--- src/rtl/multi_body_displacement_blend_top_assert.svh ---
// Assertion macros used by the displacement blend back end.
`ifndef MULTI_BODY_DISPLACEMENT_BLEND_TOP_ASSERT_SVH
`define MULTI_BODY_DISPLACEMENT_BLEND_TOP_ASSERT_SVH

// Same-cycle implication, checked outside reset.
`define MBDB_ASSERT_IMP(lbl, ante, cons) \
	lbl: assert property (@(posedge clk) disable iff (!arst_n) (ante) |-> (cons)) \
		else $error("mbdb same-cycle check failed");

// Next-cycle implication, checked outside reset.
`define MBDB_ASSERT_NXT(lbl, ante, cons) \
	lbl: assert property (@(posedge clk) disable iff (!arst_n) (ante) |=> (cons)) \
		else $error("mbdb next-cycle check failed");

`endif

--- src/rtl/mbdb_pkg.sv ---
// Package with shared constants and types of the displacement blend.
`timescale 1ns / 1ps
package mbdb_pkg;
	localparam int MAX_BODIES_DEF = 16;
	localparam int PADDR_W = 2;
	localparam logic [PADDR_W-1:0] ADDR_SMALL_OFFSET = 2'd0;
	localparam logic [7:0] SMALL_OFFSET_RST = 8'd1;
	localparam logic [36:0] RSUM_ONE = 37'd65536;

	// One body item after the ratio has been formed.
	typedef struct packed {
		logic [31:0]        ratio;
		logic signed [31:0] dx;
		logic signed [31:0] dy;
		logic signed [31:0] dz;
		logic               last;
	} item_t;
endpackage

--- src/rtl/mbdb_fifo.sv ---
// Two-entry queue between the ratio front end and the accumulating back end.
`timescale 1ns / 1ps
module mbdb_fifo (
	input  logic               clk,
	input  logic               arst_n,
	input  logic               push,
	input  mbdb_pkg::item_t    wdata,
	output logic               full,
	input  logic               pop,
	output mbdb_pkg::item_t    rdata,
	output logic               empty
);
	mbdb_pkg::item_t mem_q [2];
	logic       wp_q;
	logic       rp_q;
	logic [1:0] cnt_q;

	always_ff @(posedge clk or negedge arst_n) begin
		if (!arst_n) begin
			wp_q  <= 1'b0;
			rp_q  <= 1'b0;
			cnt_q <= '0;
		end else begin
			if (push) begin
				wp_q <= ~wp_q;
			end
			if (pop) begin
				rp_q <= ~rp_q;
			end
			cnt_q <= cnt_q + {1'b0, push} - {1'b0, pop};
		end
	end

	// Item storage.
	always_ff @(posedge clk) begin
		if (push) begin
			mem_q[wp_q] <= wdata;
		end
	end

	assign rdata = mem_q[rp_q];
	assign full  = cnt_q == 2'd2;
	assign empty = cnt_q == 2'd0;
endmodule

--- config.mk ---
export PLATFORM = sky130hd
export DESIGN_NAME = mbdb_fifo
export DESIGN_NICKNAME = d
export VERILOG_FILES = /design/src/rtl/multi_body_displacement_blend_top_assert.svh /design/src/rtl/mbdb_pkg.sv /design/src/rtl/mbdb_fifo.sv
export SDC_FILE = /design/constraint.sdc
export NUM_CORES = 1
export LEC_CHECK = 0
export BUFFER_PORTS_ARGS = -buffer_cell sky130_fd_sc_hd__buf_2
export CORE_MARGIN = 10
export CORE_UTILIZATION = 52
export DETAILED_ROUTE_END_ITERATION = 10
export PLACE_DENSITY = 0.85
export SLEW_MARGIN = 20
export SYNTH_ARGS = -nofsm -noshare
export SYNTH_HDL_FRONTEND = slang
export SYNTH_SLANG_ARGS = --single-unit
export TNS_END_PERCENT = 1
--- constraint.sdc ---
create_clock -name clk -period 8.4 [get_ports clk]
set_input_delay 0.42 -clock clk [delete_from_list [all_inputs] [get_ports clk]]
set_output_delay 0.42 -clock clk [all_outputs]
set_load 0.01 [all_outputs]
---- Word level (Yosys, flattened, before mapping) ----
Memories as Yosys holds them, arrays and structs flattened.
Cells that the tools add are included.
word-level totals
  output and inout port bits .............. 131
  flip-flop bits (word level) ............. 4
  memory bits (writable) .................. 258
  logic and storage cells ................. 12
  memories ................................ 1
memories
  memory  words  width  read ports  clocked after Yosys merged registers in  write ports  RTL line         text
  mem_q   2      129    1           0                                        1            mbdb_fifo.sv:13  mbdb_pkg::item_t mem_q [2];
cells by class
  $add $sub $neg .......................... 2
  bitwise logic cells ..................... 2
  multiplexer cells ....................... 2
  reduce and logical (&&, ||, !) cells .... 1
  equal/unequal tests ..................... 1
operators by type and width
  operator                                     number
  2-bit by 1-bit adder with 2-bit output       1
  2-bit == test, second input constant         1
  2-bit logical NOT                            1
  1-bit two-way mux                            2
  1-bit inverter                               2
  2-bit by 1-bit subtractor with 2-bit output  1

---- Depth between registers and ports, before layout ----
  depth in word-level cells ............... 2
  mapped depth ............................ 5
  mapped depth without buffers ............ 5

---- Worst setup path after synthesis ----
No wires, ideal clock.
  kind .................................... reg-to-reg
  start point ............................. register wp_q
  end point ............................... memory mem_q[0][0] (netlist bit) (enable)
  required time ........................... 7.766 ns
  library setup time ...................... 0.634 ns
  clock period less this slack ............ 6.736 ns
  cell stages (with the launch flop) ...... 2
  setup slack ............................. 1.664 ns
  arrival time ............................ 6.102 ns
  path buffers ............................ 0
  path through ............................ dfrtp_1 -> nor2b_1
RTL lines
  element                   RTL line         text
  start: declaration        mbdb_fifo.sv:14  logic wp_q;
  start signal: assignment  mbdb_fifo.sv:25  wp_q <= ~wp_q;
  end: declaration          mbdb_fifo.sv:13
Straight into the memory's write port.

==> metrics.txt <==
nets 833; power share of the combinational group 0.265; Critical Path Fanout Max 71; initial antenna violation count 1; deepest level of the CTS H-tree 1; Fin Clk Skew 11.01 ps; worst setup path class flop to output pin; Cell Int Power 2.919 mW; Final Total Pwr 4.048 mW; commonest cells in the synthesized netlist sky130_fd_sc_hd__edfxtp_1, sky130_fd_sc_hd__mux2_2, sky130_fd_sc_hd__buf_6, sky130_fd_sc_hd__dfrtp_1, sky130_fd_sc_hd__buf_2; fraction of final layout cells with drive strength greater than 1 0.6072; share of the synthesized area in the top cell type 0.8128; clock network latency to the later pin of the worst-skew pair 500 ps; normalized max-slew margin 0.3546; most instantiated flip-flop cell in the synthesis netlist sky130_fd_sc_hd__edfxtp_1; total power density per cell area 339.8 nW/um^2; Mapped Area 9532 sq um; area of all placed cells without fillers 11,910 sq um; Synth-to-Final Area Change 24.98%; fraction of power spent switching nets 0.2788; leading area contributor after synthesis sky130_fd_sc_hd__edfxtp_1; final setup violating endpoints 0; Resized Gates After CTS 0; number of CTS-inserted buffers 26; EDFF count, synth 258; maximum resistive drop on vdd 0.2830 mV; setup_tns 0 ps; clock root buffer master sky130_fd_sc_hd__clkbuf_16; average routed wire per standard cell a little over 20 um; post-route minimum period 3408 ps; wl on met1 6931 um; most repeated cell in the gate-level netlist after synthesis sky130_fd_sc_hd__edfxtp_1; WP data arrival 2990 ps; Period Utilization, post-route 0.4057; Reg power frac 0.457; placed insts 898; Async S/R FF share, synth 0.01527; Worst-Margin Slew 966.1 ps; die extent in x 155.4 um; number of top-level design ports 264; mean instance size in the synthesized netlist 22.91 sq um; Startpoint Class flop; Mapped Nets 551; remaining number of nets flagged by the antenna check after routing 0; Worst-path clk slew 60 ps; dominant cells by area after synthesis sky130_fd_sc_hd__edfxtp_1, sky130_fd_sc_hd__mux2_2, sky130_fd_sc_hd__buf_6; clock tree from TritonCTS built; largest buffer count on any clock path 3; Initial DRC Count 182; total met2 wirelength after detailed routing 10,540 um; cell area after placement 11,040 sq um; sum of net half-perimeters after detailed placement 13,700 um; total routed wirelength 19,710 um; total via count after detailed routing ~4,900; worst hold path type input pin to flop; Global Route Usage Sum 0.1528; Final Max Tran Viols 0; gr ovfl total 0; total of buffers placed on input and output ports approximately 260; standard cell core area 18,020 sq um; number of standard-cell rows in the floorplan 49; Required @ worst endpoint 7980 ps; upper clock frequency limit 293.4 MHz; number of cells in the finished layout apart from fillers about 950; length of the first detailed-routing pass in iterations 4; post-synthesis cell count 416; Fillers 1,202; count of cell types in the netlist 13; full die area 24,150 sq um; switching pwr 1.129 mW; overall die height around 160 um; RSZ-0062 raised after global routing false; largest net degree at the start of global routing 92; sequential element share of the synthesized area 0.8233; GPL Wtd Cong 0.7578; clock share of power 0.278; sink count of the clock tree 262; count of warnings emitted by yosys 0; total of flip-flops plus latches after synthesis 262; highest routed metal layer met4; Met3 Routed Length 1661 um; Max-cap violations 0; run status finished, final reports clean; Via density between 5 and 6; number of global-route vias before repair 5,567; DRC violation count after routing 0; P_leak 4.514 nW; hold violation count in the final report 0; starting density of the core 0.5288; wire length of the first global-routing pass 29,680 um; kind of capture point of the worst setup path output pin
[kinds of logic after synthesis]
logic type,after synthesis,share of synthesized area
buffers and inverters,16,0.01496
adder cells (fa/ha/maj),2,0.002625
multiplexers,129,0.1524
XOR/XNOR,3,0.004332
AND/OR/NAND/NOR,4,0.002363
flip-flops,262,0.8233
[timing repair]
action,CTS,global route
hold buffers,1,0
setup buffers,0,0
hold endpoints to repair,4,0
[path summary, 6_finish.rpt]
check	from	to	slack, ps	depth (start not counted)
max in group asynchronous	arst_n	rp_q	8000	2
hold / removal	wdata[6]	mem_q[0][6]	100	1
hold reg to reg	wp_q	wp_q	560	1
min in group asynchronous	arst_n	cnt_q[0]	250	2
setup / recovery	rp_q	rdata[123]	4990	3
setup reg to reg	wp_q	mem_q[0][103]	5450	3
[flip-flops by register name, indices dropped and copies added, names as in the netlist]
| signal | cells |
|---|---|
| mem_q | 258 |
| cnt_q | 2 |
| rp_q | 1 |
| wp_q | 1 |
[layout by cell type, fill, tap and decap left out]
cell type                       Yosys  routed
sky130_fd_sc_hd__bufinv_16          0       2
sky130_fd_sc_hd__clkbuf_16          0      27
sky130_fd_sc_hd__inv_6              0       1
sky130_fd_sc_hd__ha_1               2       2
sky130_fd_sc_hd__buf_4              1       3
sky130_fd_sc_hd__buf_6             10       1
sky130_fd_sc_hd__dlygate4sd3_1      0       1
sky130_fd_sc_hd__dfrtp_1            4       3
sky130_fd_sc_hd__dfrtp_4            0       1
sky130_fd_sc_hd__mux2_2           129     129
sky130_fd_sc_hd__nor2_1             1       1
sky130_fd_sc_hd__xor3_1             1       1
sky130_fd_sc_hd__clkinv_4           0       1
sky130_fd_sc_hd__clkbuf_8           0       3
sky130_fd_sc_hd__buf_2              3     263
sky130_fd_sc_hd__inv_1              2       2
sky130_fd_sc_hd__nor2b_4            0       1
sky130_fd_sc_hd__edfxtp_1         258     258
sky130_fd_sc_hd__clkinv_1           0       3
sky130_fd_sc_hd__diode_2            0       1
sky130_fd_sc_hd__clkinvlp_4         0       1
sky130_fd_sc_hd__clkbuf_1           0       8
sky130_fd_sc_hd__nor2b_1            2       1
sky130_fd_sc_hd__and2_4             0       1
sky130_fd_sc_hd__clkinv_2           0       2
sky130_fd_sc_hd__xor2_1             2       2
[layout make-up]
type	count	area, sq um	area share
clock buffer	38	747.0	0.06270
inverter	2	7.507	0.0006302
timing repair buffer	268	1360	0.1142
antenna	1	2.502	0.0002101
tap	229	286.5	0.02405
multi-input combinational	138	1551	0.1302
sequential	262	7851	0.6591
clock inverter	10	106.4	0.008928
[worst max-delay path, cell delays in order (launching register included)]
cell                      delay (ps)
sky130_fd_sc_hd__dfrtp_4         930
sky130_fd_sc_hd__buf_4           820
sky130_fd_sc_hd__mux2_2          430
sky130_fd_sc_hd__buf_2           150
[power groups by stage]
stage	registers, mW	clock network [mW]	logic, mW
after detailed placement	1.88	0	1.09
after CTS	1.86	1.15	1.10
after floorplan	1.84	0	0.752
after global routing	1.88	1.20	1.15
after global placement	1.86	0	1.06
final	1.85	1.12	1.07
[routing by layer]
metal | track usage | up-vias
li1 | - | 2218
met1 | 0.1588 | 2427
met2 | 0.2770 | 209
met3 | 0.05376 | 44
met4 | 0.05570 | 0
met5 | 0 | -
[stage by stage]
stage	setup WS (ps)	util	hold WS, ps
finish	4992	0.6609	100.3
detailed placement	5252	0.6127	234.7
global route	4850	0.6609	80.08
floorplan	1664	-	124.4
global placement	5363	0.6127	225.2
CTS	4989	0.6606	76.95
Note: power is estimated with default switching activity, not from simulation.
