--- config.mk ---
export PLATFORM = sky130hd
export DESIGN_NAME = mbdb_front
export DESIGN_NICKNAME = d
export VERILOG_FILES = /design/src/rtl/multi_body_displacement_blend_top_assert.svh /design/src/rtl/mbdb_pkg.sv /design/src/rtl/mbdb_div.sv /design/src/rtl/mbdb_front.sv
export SDC_FILE = /design/constraint.sdc
export NUM_CORES = 1
export LEC_CHECK = 0
export ABC_AREA = 1
export BUFFER_PORTS_ARGS = -buffer_cell sky130_fd_sc_hd__buf_2
export CORE_ASPECT_RATIO = 1.5
export CORE_MARGIN = 3
export CORE_UTILIZATION = 40
export DETAILED_ROUTE_END_ITERATION = 7
export SLEW_MARGIN = 20
export SYNTH_ARGS = -nofsm -noshare
export SYNTH_HDL_FRONTEND = slang
export SYNTH_SLANG_ARGS = --single-unit
--- constraint.sdc ---
create_clock -name clk -period 8.2 [get_ports clk]
set_input_delay 1.64 -clock clk [delete_from_list [all_inputs] [get_ports clk]]
set_output_delay 1.64 -clock clk [all_outputs]
set_load 0.05 [all_outputs]
--- src/rtl/multi_body_displacement_blend_top_assert.svh ---
// Assertion macros used by the displacement blend back end.
`ifndef MULTI_BODY_DISPLACEMENT_BLEND_TOP_ASSERT_SVH
`define MULTI_BODY_DISPLACEMENT_BLEND_TOP_ASSERT_SVH

// Same-cycle implication, checked outside reset.
`define MBDB_ASSERT_IMP(lbl, ante, cons) \
	lbl: assert property (@(posedge clk) disable iff (!arst_n) (ante) |-> (cons)) \
		else $error("mbdb same-cycle check failed");

// Next-cycle implication, checked outside reset.
`define MBDB_ASSERT_NXT(lbl, ante, cons) \
	lbl: assert property (@(posedge clk) disable iff (!arst_n) (ante) |=> (cons)) \
		else $error("mbdb next-cycle check failed");

`endif

--- src/rtl/mbdb_pkg.sv ---
// Package with shared constants and types of the displacement blend.
`timescale 1ns / 1ps
package mbdb_pkg;
	localparam int MAX_BODIES_DEF = 16;
	localparam int PADDR_W = 2;
	localparam logic [PADDR_W-1:0] ADDR_SMALL_OFFSET = 2'd0;
	localparam logic [7:0] SMALL_OFFSET_RST = 8'd1;
	localparam logic [36:0] RSUM_ONE = 37'd65536;

	// One body item after the ratio has been formed.
	typedef struct packed {
		logic [31:0]        ratio;
		logic signed [31:0] dx;
		logic signed [31:0] dy;
		logic signed [31:0] dz;
		logic               last;
	} item_t;
endpackage

--- src/rtl/mbdb_div.sv ---
// Restoring long divider producing one quotient bit per cycle.
`timescale 1ns / 1ps
module mbdb_div #(
	parameter int N = 32,
	parameter int M = 17
) (
	input  logic         clk,
	input  logic         arst_n,
	input  logic         start,
	input  logic [N-1:0] dividend,
	input  logic [M-1:0] divisor,
	output logic         done,
	output logic [N-1:0] quot
);
	localparam int CW = $clog2(N + 1);

	logic [CW-1:0] cnt_q;
	logic [M-1:0]  rem_q;
	logic [N-1:0]  q_q;
	logic [M-1:0]  div_q;
	logic          done_q;
	logic [M:0]    trial;
	logic          fits;

	// Shift in the next dividend bit and try a subtraction.
	assign trial = {rem_q, q_q[N-1]};
	assign fits  = trial >= {1'b0, div_q};

	always_ff @(posedge clk or negedge arst_n) begin
		if (!arst_n) begin
			cnt_q  <= '0;
			done_q <= 1'b0;
		end else begin
			done_q <= 1'b0;
			if (start) begin
				cnt_q <= CW'(N);
			end else if (cnt_q != '0) begin
				cnt_q <= cnt_q - 1'b1;
				if (cnt_q == CW'(1)) begin
					done_q <= 1'b1;
				end
			end
		end
	end

	// Datapath registers need no reset.
	always_ff @(posedge clk) begin
		if (start) begin
			rem_q <= '0;
			q_q   <= dividend;
			div_q <= divisor;
		end else if (cnt_q != '0) begin
			rem_q <= fits ? M'(trial - {1'b0, div_q}) : trial[M-1:0];
			q_q   <= {q_q[N-2:0], fits};
		end
	end

	assign done = done_q;
	assign quot = q_q;
endmodule

--- src/rtl/mbdb_front.sv ---
// Front end: accepts body items, counts bodies and forms the weight ratio.
`timescale 1ns / 1ps
module mbdb_front #(
	parameter int MAX_BODIES = mbdb_pkg::MAX_BODIES_DEF
) (
	input  logic               clk,
	input  logic               arst_n,
	input  logic [7:0]         small_offset,
	input  logic               in_valid,
	output logic               in_ready,
	input  logic [15:0]        body_weight,
	input  logic signed [31:0] disp_x,
	input  logic signed [31:0] disp_y,
	input  logic signed [31:0] disp_z,
	input  logic               last_body,
	output logic               push,
	output mbdb_pkg::item_t    item,
	input  logic               full
);
	localparam int CNT_W = (MAX_BODIES > 1) ? $clog2(MAX_BODIES) : 1;
	localparam logic [1:0] ST_IDLE = 2'd0, ST_DIV = 2'd1, ST_PUSH = 2'd2;

	logic [1:0]       state_q;
	logic [CNT_W-1:0] cnt_q;
	mbdb_pkg::item_t  item_q;
	logic             accept;
	logic             last_eff;
	logic             div_done;
	logic [31:0]      quot;
	logic [16:0]      denom;

	assign in_ready = state_q == ST_IDLE;
	assign accept   = in_valid && in_ready;
	assign last_eff = last_body || (cnt_q == CNT_W'(MAX_BODIES - 1));
	assign denom    = 17'd65536 + {9'd0, small_offset} - {1'b0, body_weight};

	mbdb_div #(.N(32), .M(17)) u_div (
		.clk      (clk),
		.arst_n   (arst_n),
		.start    (accept),
		.dividend ({body_weight, 16'd0}),
		.divisor  (denom),
		.done     (div_done),
		.quot     (quot)
	);

	// Item sequencing and body count.
	always_ff @(posedge clk or negedge arst_n) begin
		if (!arst_n) begin
			state_q <= ST_IDLE;
			cnt_q   <= '0;
		end else begin
			unique case (state_q)
				ST_IDLE: begin
					if (accept) begin
						state_q <= ST_DIV;
						cnt_q   <= last_eff ? '0 : cnt_q + 1'b1;
					end
				end
				ST_DIV: begin
					if (div_done) begin
						state_q <= ST_PUSH;
					end
				end
				ST_PUSH: begin
					if (!full) begin
						state_q <= ST_IDLE;
					end
				end
				default: state_q <= ST_IDLE;
			endcase
		end
	end

	// Captured item payload.
	always_ff @(posedge clk) begin
		if (accept) begin
			item_q.dx   <= disp_x;
			item_q.dy   <= disp_y;
			item_q.dz   <= disp_z;
			item_q.last <= last_eff;
		end
		if (div_done) begin
			item_q.ratio <= quot;
		end
	end

	assign push = (state_q == ST_PUSH) && !full;
	assign item = item_q;
endmodule

Yosys cells after proc, flatten, opt, wreduce, memory -nomap -nowiden
Cells that the tools add are included.
Operators by class
  add/subtract/negate cells: 5
  multipliers: 0
  divide/modulo/power cells: 0
  $lt $le $gt $ge: 1
  equal/unequal tests: 7
  shifts and indexed selects: 0
  multiplexer cells: 13
  bitwise logic cells: 0
  reductions and logical operators: 9
Operator list (count)
  two-way mux 32 bit: 2
  greater-or-equal comparator 18 x 17 -> 1 bit: 1
  adder 17 x 8 -> 17 bit, first input constant: 1
  two-way mux 17 bit: 1
  subtractor 17 x 16 -> 17 bit: 1
  subtractor 17 bit: 1
  two-way mux 6 bit: 2
  equality test 6 x 1 -> 1 bit, second input constant: 1
  two-way mux 2 bit: 3
  case mux 2 bit (3 select lines): 1
  nonzero test 6 bit: 1
  subtractor 6 x 1 -> 6 bit, second input constant: 1
  adder 4 x 1 -> 4 bit, second input constant: 1
  equality test 4 bit, second input constant: 1
  two-way mux 4 bit: 1
  != test 2 x 1 -> 1 bit, second input constant: 2
  two-way mux 1 bit: 3
  AND reduction 3 bit: 1
  equality test 2 x 1 -> 1 bit, second input constant: 1
  equality test 2 bit, second input constant: 1
  logical AND 1 bit: 2
  logical NOT 2 bit: 1
  != test 2 bit, second input constant: 1
  AND reduction 2 bit: 1
  3 further kinds: 3
Storage, ports and cells
  register bits after elaboration: 208
  bits in latches: 0
  bits in writable memories: 0
  bits in read-only memories: 0
  word-level logic and storage cells: 48
  memories kept: 0

Depth between registers and ports, before layout
Gate-level depths: netlist of the first run.
  depth after elaboration: 4
  depth in mapped cells: 16

Cells and area by module
Synthesis of the first run repeated with hierarchy kept, for this count alone.
Unflattened totals
  cells, all modules: 850
  area, all modules: 9108.7 um2
By module, submodules not included
  mbdb_front: times used 1, cells each 312, area an instance 4913.5 um2, seq. area each 4023.9 um2
  mbdb_div: times used 1, cells each 538, area an instance 4195.3 um2, seq. area each 1986.9 um2

Worst setup path before layout of the first run
No wires, ideal clock.
  kind: input to output
  start point: input port full
  end point: output port push
  arrival: 2.716 ns
  path slack: 3.844 ns
  cell stages on the path: 1
  path through: nor3_1
Between the ends
  cells in the longest elaborated chain, start to end: 2
Ends and longest elaborated chain
  from (decl): line mbdb_front.sv:18  | input logic full
  logical NOT 1 bit: line mbdb_front.sv:88  | assign push = (state_q == ST_PUSH) && !full;
  logical AND 1 bit: line mbdb_front.sv:88
  to (decl): line mbdb_front.sv:16  | output logic push,
Every way passes these cells.

Worst setup path after layout of the first run
Same ends and word-level chain as after synthesis.

==> flow_summary_export.csv, run 1 <==
group,metric,value,unit
critical_path,slowest_delay,0.29,ns
min_path,hold_start,"u_div.quot[15]",
critical_path,worst_path_most_repeated_cell,"buf_2",
global_route,grt_pass1_wl,31600,µm
floorplanning,die_w,126,µm
place,place_area,0.0102,mm²
finish,drive_gt1_share,30.5,%
finish,stdcell_count,1292,
sta,fmax,261,MHz
place,hpwl,15200,µm
min_path,min_path_cells,0,
finish,fin_area,0.0109,mm²
sta,setup_viol,0,
global_route,grt-ovfl-total,0,
critical_path,crit_type,"in -> out",
yosys,synth_nets,902,
sta,setup_tns,0,ns
clocking,cts_tree,"yes",
yosys,synth_cell_types,40,
finish,fin_nets,1165,
critical_path,cp_data_arrival_time,2.19,ns
yosys,ys_seq_area_share,67.7,%
yosys,synth_seq_cells,208,
clocking,cts_sinks,208,
clocking,cts_root_buffer,"clkbuf_16",
critical_path,crit_fanout,2,
yosys,synthAdderAreaFrac,4.66,%
sta,max_slew.worst_pin.slew,0.876,ns
status,outcome,"finished clean",
yosys,yosys.area_share.simple,13.6,%
pwr,power_leakage,0.00491,µW
routing,drtIter0Drc,409,
yosys,synth_top_family_by_area,"simple AND/OR/NAND/NOR gates",
critical_path,r2r_slack,4.93,ns
place,dp_cells,1255,
clocking,cts.hold.buffers_added,0,
routing,vias_per_cell,4.73,
critical_path,cp-end-kind,"output pin",
yosys,syn_inst,746,
critical_path,cpMaxStageDelayCell,"buf_2",
finish,syn_to_final_growth,25.8,%
global_route,grt_pass1_vias,6030,
yosys,ys_warn_count,0,
critical_path,reg2reg_depth,8,
sta,period_share,46.7,%
yosys,syn_area_per_cell,11.6,µm²
finish,fin_util,51.4,%
routing,drt-total-wl,20400,µm
critical_path,crit_required,6.56,ns
routing,wl_per_cell,15.8,µm
yosys,syn_area,0.00864,mm²
critical_path,rr_startpoint,"u_div.cnt_q[0]",
yosys,yosys.area_share.xor_xnor,2.33,%
global_route,antenna_found_initial,1,
finish,n_fill_cell,1956,
floorplanning,io_pins,256,
critical_path,rr_endpoint,"u_div.quot[31]",
floorplanning,core-area,0.0211,mm²
routing,vias,6116,
place,port_buffers,255,
routing,route.detailed.drc,0,
critical_path,critPathTopFamily,"buffers and inverters",
critical_path,worst-path-stages,3,
yosys,synth-compound-area-share,5.66,%
pwr,powerDensity,360,mW/mm²
floorplanning,die-area,0.0234,mm²
sta,period_minus_slack,3.83,ns
critical_path,cp-startpoint,"full",
clocking,cts.reportedPaths.clkPinSlew,0.06,ns
yosys,muxShareOfSynthArea,0,%
sta,final-hold-violation-count,0,
routing,firstDrtPassIters,4,
clocking,clock_latency,0.50,ns
routing,drtAntennaViolNets,0,
sta,grt_setup_unrepaired,"false",
clocking,post_cts_buffers,0,
critical_path,crit_path_start_kind,"input pin",
clocking,cts_max_level,1,
pwr,ir_worst_vdd,0.000215,V
global_route,grt_usage,16.8,%
floorplanning,dieHeight,186,µm
floorplanning,initial_core_util,40.9,%
critical_path,crit_end,"push",
clocking,cts_made_buffers,20,
place,gp_congestion,0.823,
critical_path,critPathBufInv,2,
min_path,hold_path.class,"reg -> reg",
sta,drv_slew,0,
clocking,cts_resized,0,
floorplanning,fp-row-count,65,
critical_path,crit_chain,"buf_2 > nor3_1 > buf_2",
sta,finClkSkew,0.0223,ns
clocking,max-clock-path-buffers,3,
run,cap_violations,0,
global_route,grt_max_degree,74,
sta,maxSlewHeadroom,41.6,%
cells in the final DEF, fill, tap and decap left out, types with 21 or more instances in the layout:
cell type  instances
inv_1            110
nand2_1          150
ha_1              29
buf_2            255
nor2_1            35
dfxtp_1           33
nand3_1           41
clkbuf_16         21
o21ai_0           31
edfxtp_1         162
registers in the layout (all words and copies together), names as in the netlist:
register and flops:
item 129, u_div.quot 32, u_div.div_q 17, u_div.rem_q 17, u_div.cnt_q 6, cnt_q 4, state_q 2, u_div.done 1
cell usage after synthesis (all sizes together):
cell type  count  area, µm²
clkbuf         5       18.8
o21ai         36        180
or2            1       6.26
a22o           2       17.5
nand4         16        100
buf           12       75.1
inv          113        424
nor4           1       6.26
dfxtp         33        661
nor2          42        190
o21bai         1       7.51
xor2          18        158
a21o           2       15.0
nor3b          1       7.51
nand3         42        215
nand3b         1       7.51
xnor2          5       43.8
dfrtp         13        325
a21boi         1       7.51
a31oi          4       25.0
edfxtp       162       4860
nor3           8       40.0
ha            29        363
a21oi         21        113
a311oi         1       8.76
fa             2       40.0
nand2        156        606
a211oi         1       7.51
o22ai         16        100
o211ai         1       7.51
routing by layer:
layer,share of wire [%],vias up,global-route usage [%]
li1,-,3063,-
met1,39,2791,20.1
met2,52,232,30.8
met3,6.7,30,2.96
met4,2.1,0,4.68
met5,0,-,0
stage by stage:
step,setup WS (ns),hold WS (ns),total power (µW)
finish,4.37,0.432,3910
global route,4.33,0.443,4180
CTS,4.37,0.436,3950
detailed placement,4.29,0.419,2990
global placement,4.36,0.413,2980
floorplan,3.84,0.408,2660
final cells by class:
cell class              count  area (µm²)  share of cell area, %
clock inverters            13         140                   1.29
well taps                 268         335                   3.09
flip-flops and latches    208        5850                   53.8
inverters                 113         427                   3.93
clock buffers              23         543                   5.00
repair buffers            258        1300                   11.9
diodes                      1        2.50                 0.0230
multi-input cells         408        2270                   20.9
worst min path at each step:
stage	to
2_1_floorplan	item[100]
3_3_place_gp	item[112]
3_5_place_dp	item[112]
4_1_cts	item[112]
5_1_grt	item[109]
6_report	item[112]
worst register-to-register path: stages, from the launching register on:
cell	delay [ns]
dfrtp_1	0.43
inv_1	0.14
ha_1	0.16
nand2_1	0.11
nor2_4	0.34
inv_2	0.29
nand2_1	0.68
inv_1	0.57
a22o_1	0.32
report_power, final:
part,total [µW],switching (µW),internal [µW]
combinational,1400,977,421
sequential,1570,129,1440
clock,940,394,545
cells by family (layout without fill, tap and decap cells):
| logic type | Yosys count | in the layout |
|---|---|---|
| and+or+nand+nor | 268 | 268 |
| DFF | 208 | 208 |
| buffers and inverters | 130 | 407 |
| AOI/OAI and AO/OA | 86 | 86 |
| adders and majority gates | 31 | 31 |
| xor gates and xnor gates | 23 | 23 |
| other | 0 | 1 |
Power figures use the tool's default switching activity.
==> inputs of run 2 (changes only) <==
- ABC_AREA: 1 -> 0
- clock period: 8.2 -> 3.7 ns (I/O delays scaled with it)
==> flow_summary_export.csv, run 2 <==
group,metric,value,unit
status,outcome,"finished clean",
clocking,cts_made_buffers,20,
run,cap_violations,0,
clocking,cts_resized,0,
finish,fin_area,0.0109,mm²
yosys,synthTopCellsByCount,"edfxtp_1 (162), nand2_1 (87), a21oi_1 (49), inv_1 (41), o21ai_0 (41)",
global_route,grt_max_degree,55,
place,place_area,0.0102,mm²
floorplanning,io_pins,256,
yosys,synth_area_leader_cell,"edfxtp_1",
sta,fmax,354,MHz
routing,drtIter0Drc,499,
global_route,antenna_found_initial,2,
sta,setup_tns,0,ns
pwr,ir_worst_vdd,0.000401,V
floorplanning,dieHeight,186,µm
floorplanning,initial_core_util,40.8,%
place,port_buffers,255,
sta,finClkSkew,0.0140,ns
routing,vias,6321,
routing,drtAntennaViolNets,0,
finish,layout_common_cells,"buf_2 (255), edfxtp_1 (162), nand2_1 (87), a21oi_1 (49)",
finish,layout_commonest_cell,"buf_2",
yosys,ys_async_sr_fraction,6.25,%
critical_path,rr_startpoint,"u_div.quot[31]",
global_route,grt_usage,18.8,%
finish,drive_gt1_share,31.7,%
sta,max_slew.worst_pin.slew,0.789,ns
clocking,cts.reportedPaths.clkPinSlew,0.07,ns
routing,wl_per_cell,19.1,µm
pwr,power_frac_comb,35.3,%
critical_path,slowest_delay,0.55,ns
yosys,yosysTopAreaCellShare,56.4,%
yosys,synth_nets,838,
clocking,post_cts_buffers,0,
floorplanning,core-area,0.0211,mm²
place,gp_congestion,0.860,
yosys,synth_cell_types,54,
pwr,power_frac_seq,41.0,%
critical_path,crit_required,4.05,ns
pwr,power_leakage,0.00456,µW
finish,fin_nets,1100,
routing,firstDrtPassIters,4,
sta,final-hold-violation-count,0,
global_route,grt-ovfl-total,0,
clocking,cts_max_level,1,
pwr,p_sw,3180,µW
sta,grt_setup_unrepaired,"false",
clocking,cts.hold.buffers_added,0,
critical_path,cp-end-kind,"register",
place,hpwl,17600,µm
yosys,syn_area,0.00862,mm²
clocking,cts_sinks,208,
routing,route.detailed.drc,0,
sta,period_minus_slack,2.83,ns
clocking,cts_tree,"yes",
sta,setup_viol,0,
clocking,clock_latency,0.50,ns
critical_path,critPathTopFamily,"compound AO/OA/AOI/OAI gates",
finish,largest_reg_flops,129,
critical_path,cp_data_arrival_time,3.17,ns
critical_path,reg2reg_depth,10,
finish,syn_to_final_growth,26.3,%
yosys,synth_area_leaders,"edfxtp_1 (56%), dfxtp_1 (7.7%), ha_1 (4.2%)",
min_path,hold_path.class,"in -> async",
pwr,powerDensity,791,mW/mm²
critical_path,critPathBufInv,2,
critical_path,r2r_slack,0.87,ns
critical_path,rr_endpoint,"u_div.rem_q[13]",
yosys,synth_seq_cells,208,
sta,holdWs,0.126,ns
pwr,intPower,5420,µW
pwr,sw_frac_of_total,37.0,%
floorplanning,fp-row-count,65,
critical_path,crit_chain,"inv_1 > ha_1 > inv_1 > fa_1 > a21oi_1 > o22ai_1 > o21a_1 > or2_2 > o311ai_0 > o22ai_1",
clocking,max-clock-path-buffers,3,
global_route,grt_pass1_vias,6044,
yosys,ys_warn_count,0,
clocking,cts_root_buffer,"clkbuf_16",
yosys,synthFlopType,"edfxtp_1",
floorplanning,die_w,126,µm
finish,n_fill_cell,1923,
critical_path,crit_path_start_kind,"register",
yosys,syn_inst,682,
pwr,pwr-share-clk,23.7,%
critical_path,cpMaxStageDelayCell,"o311ai_0",
yosys,ys_seq_area_share,67.9,%
yosys,synth_most_common_cell,"edfxtp_1",
yosys,syn_area_per_cell,12.6,µm²
routing,drt-total-wl,23400,µm
floorplanning,die-area,0.0234,mm²
critical_path,crit_fanout,4,
critical_path,crit_type,"reg -> reg",
sta,drv_slew,0,
global_route,grt_pass1_wl,34200,µm
routing,vias_per_cell,5.16,
sta,period_share,76.4,%
sta,maxSlewHeadroom,47.3,%
yosys,synth_edf_count,162,
[run 2: routing by layer]
metal	global-route usage [%]	up-vias	wire length, µm
met1	22.1	2982	8880
met3	4.19	41	1900
li1	-	3032	-
met2	34.1	266	11900
met5	0	-	0
met4	6.57	0	728
[run 2: worst max-delay path by stage]
| stage | cells after the start | startpoint | slack [ns] | end |
|---|---|---|---|---|
| 6_report | 10 | u_div.quot[31] | 0.87 | u_div.rem_q[13] |
| 5_1_grt | 10 | u_div.quot[31] | 0.74 | u_div.rem_q[1] |
| 4_1_cts | 10 | u_div.quot[31] | 0.92 | u_div.rem_q[13] |
| 3_5_place_dp | 10 | small_offset[0] | 0.71 | u_div.div_q[14] |
| 3_3_place_gp | 10 | small_offset[0] | 0.78 | u_div.div_q[14] |
| 2_1_floorplan | 4 | state_q[1] | 0.19 | item[0] |
[run 2: area by class of cell]
class	count	area (µm²)	share of cell area, %
Timing Repair Buffer	264	1360	12.5
Multi-Input combinational cell	408	2520	23.2
Clock inverter	6	97.6	0.897
Tap cell	268	335	3.08
Clock buffer	29	554	5.09
Antenna cell	1	2.50	0.0230
Inverter	42	163	1.49
Sequential cell	208	5850	53.8
[run 2: power by group through the flow]
stage / clock network, µW / registers [µW] / logic, µW
final: 2040 / 3530 / 3040
after global routing: 2180 / 3590 / 3330
after CTS: 2100 / 3530 / 3040
after detailed placement: 0 / 3570 / 3040
after global placement: 0 / 3560 / 3010
after floorplan: 0 / 4040 / 1740
[run 2: stage by stage]
step | util (%) | cells | worst slack, ns | total power (µW)
final | 51.5 | 1226 | 0.872 | 8610
after floorplan | - | 682 | 0.192 | 5780
after detailed placement | 48.4 | 1190 | 0.711 | 6610
after global routing | 51.5 | 1225 | 0.743 | 9100
after global placement | 48.4 | 1190 | 0.777 | 6570
after CTS | 51.5 | 1225 | 0.921 | 8670
[run 2: cell families (layout without fill, tap and decap cells)]
family / Yosys count / in the layout / share of synthesized area, %
flip-flops: 208 / 208 / 67.9
AND/OR/NAND/NOR: 200 / 200 / 11.0
AO/OA/AOI/OAI: 152 / 152 / 10.9
buffers and inverters: 66 / 341 / 2.90
adder cells (fa/ha/maj): 31 / 31 / 4.67
XOR/XNOR: 20 / 20 / 2.03
multiplexers: 5 / 5 / 0.581
other: 0 / 1 / 0
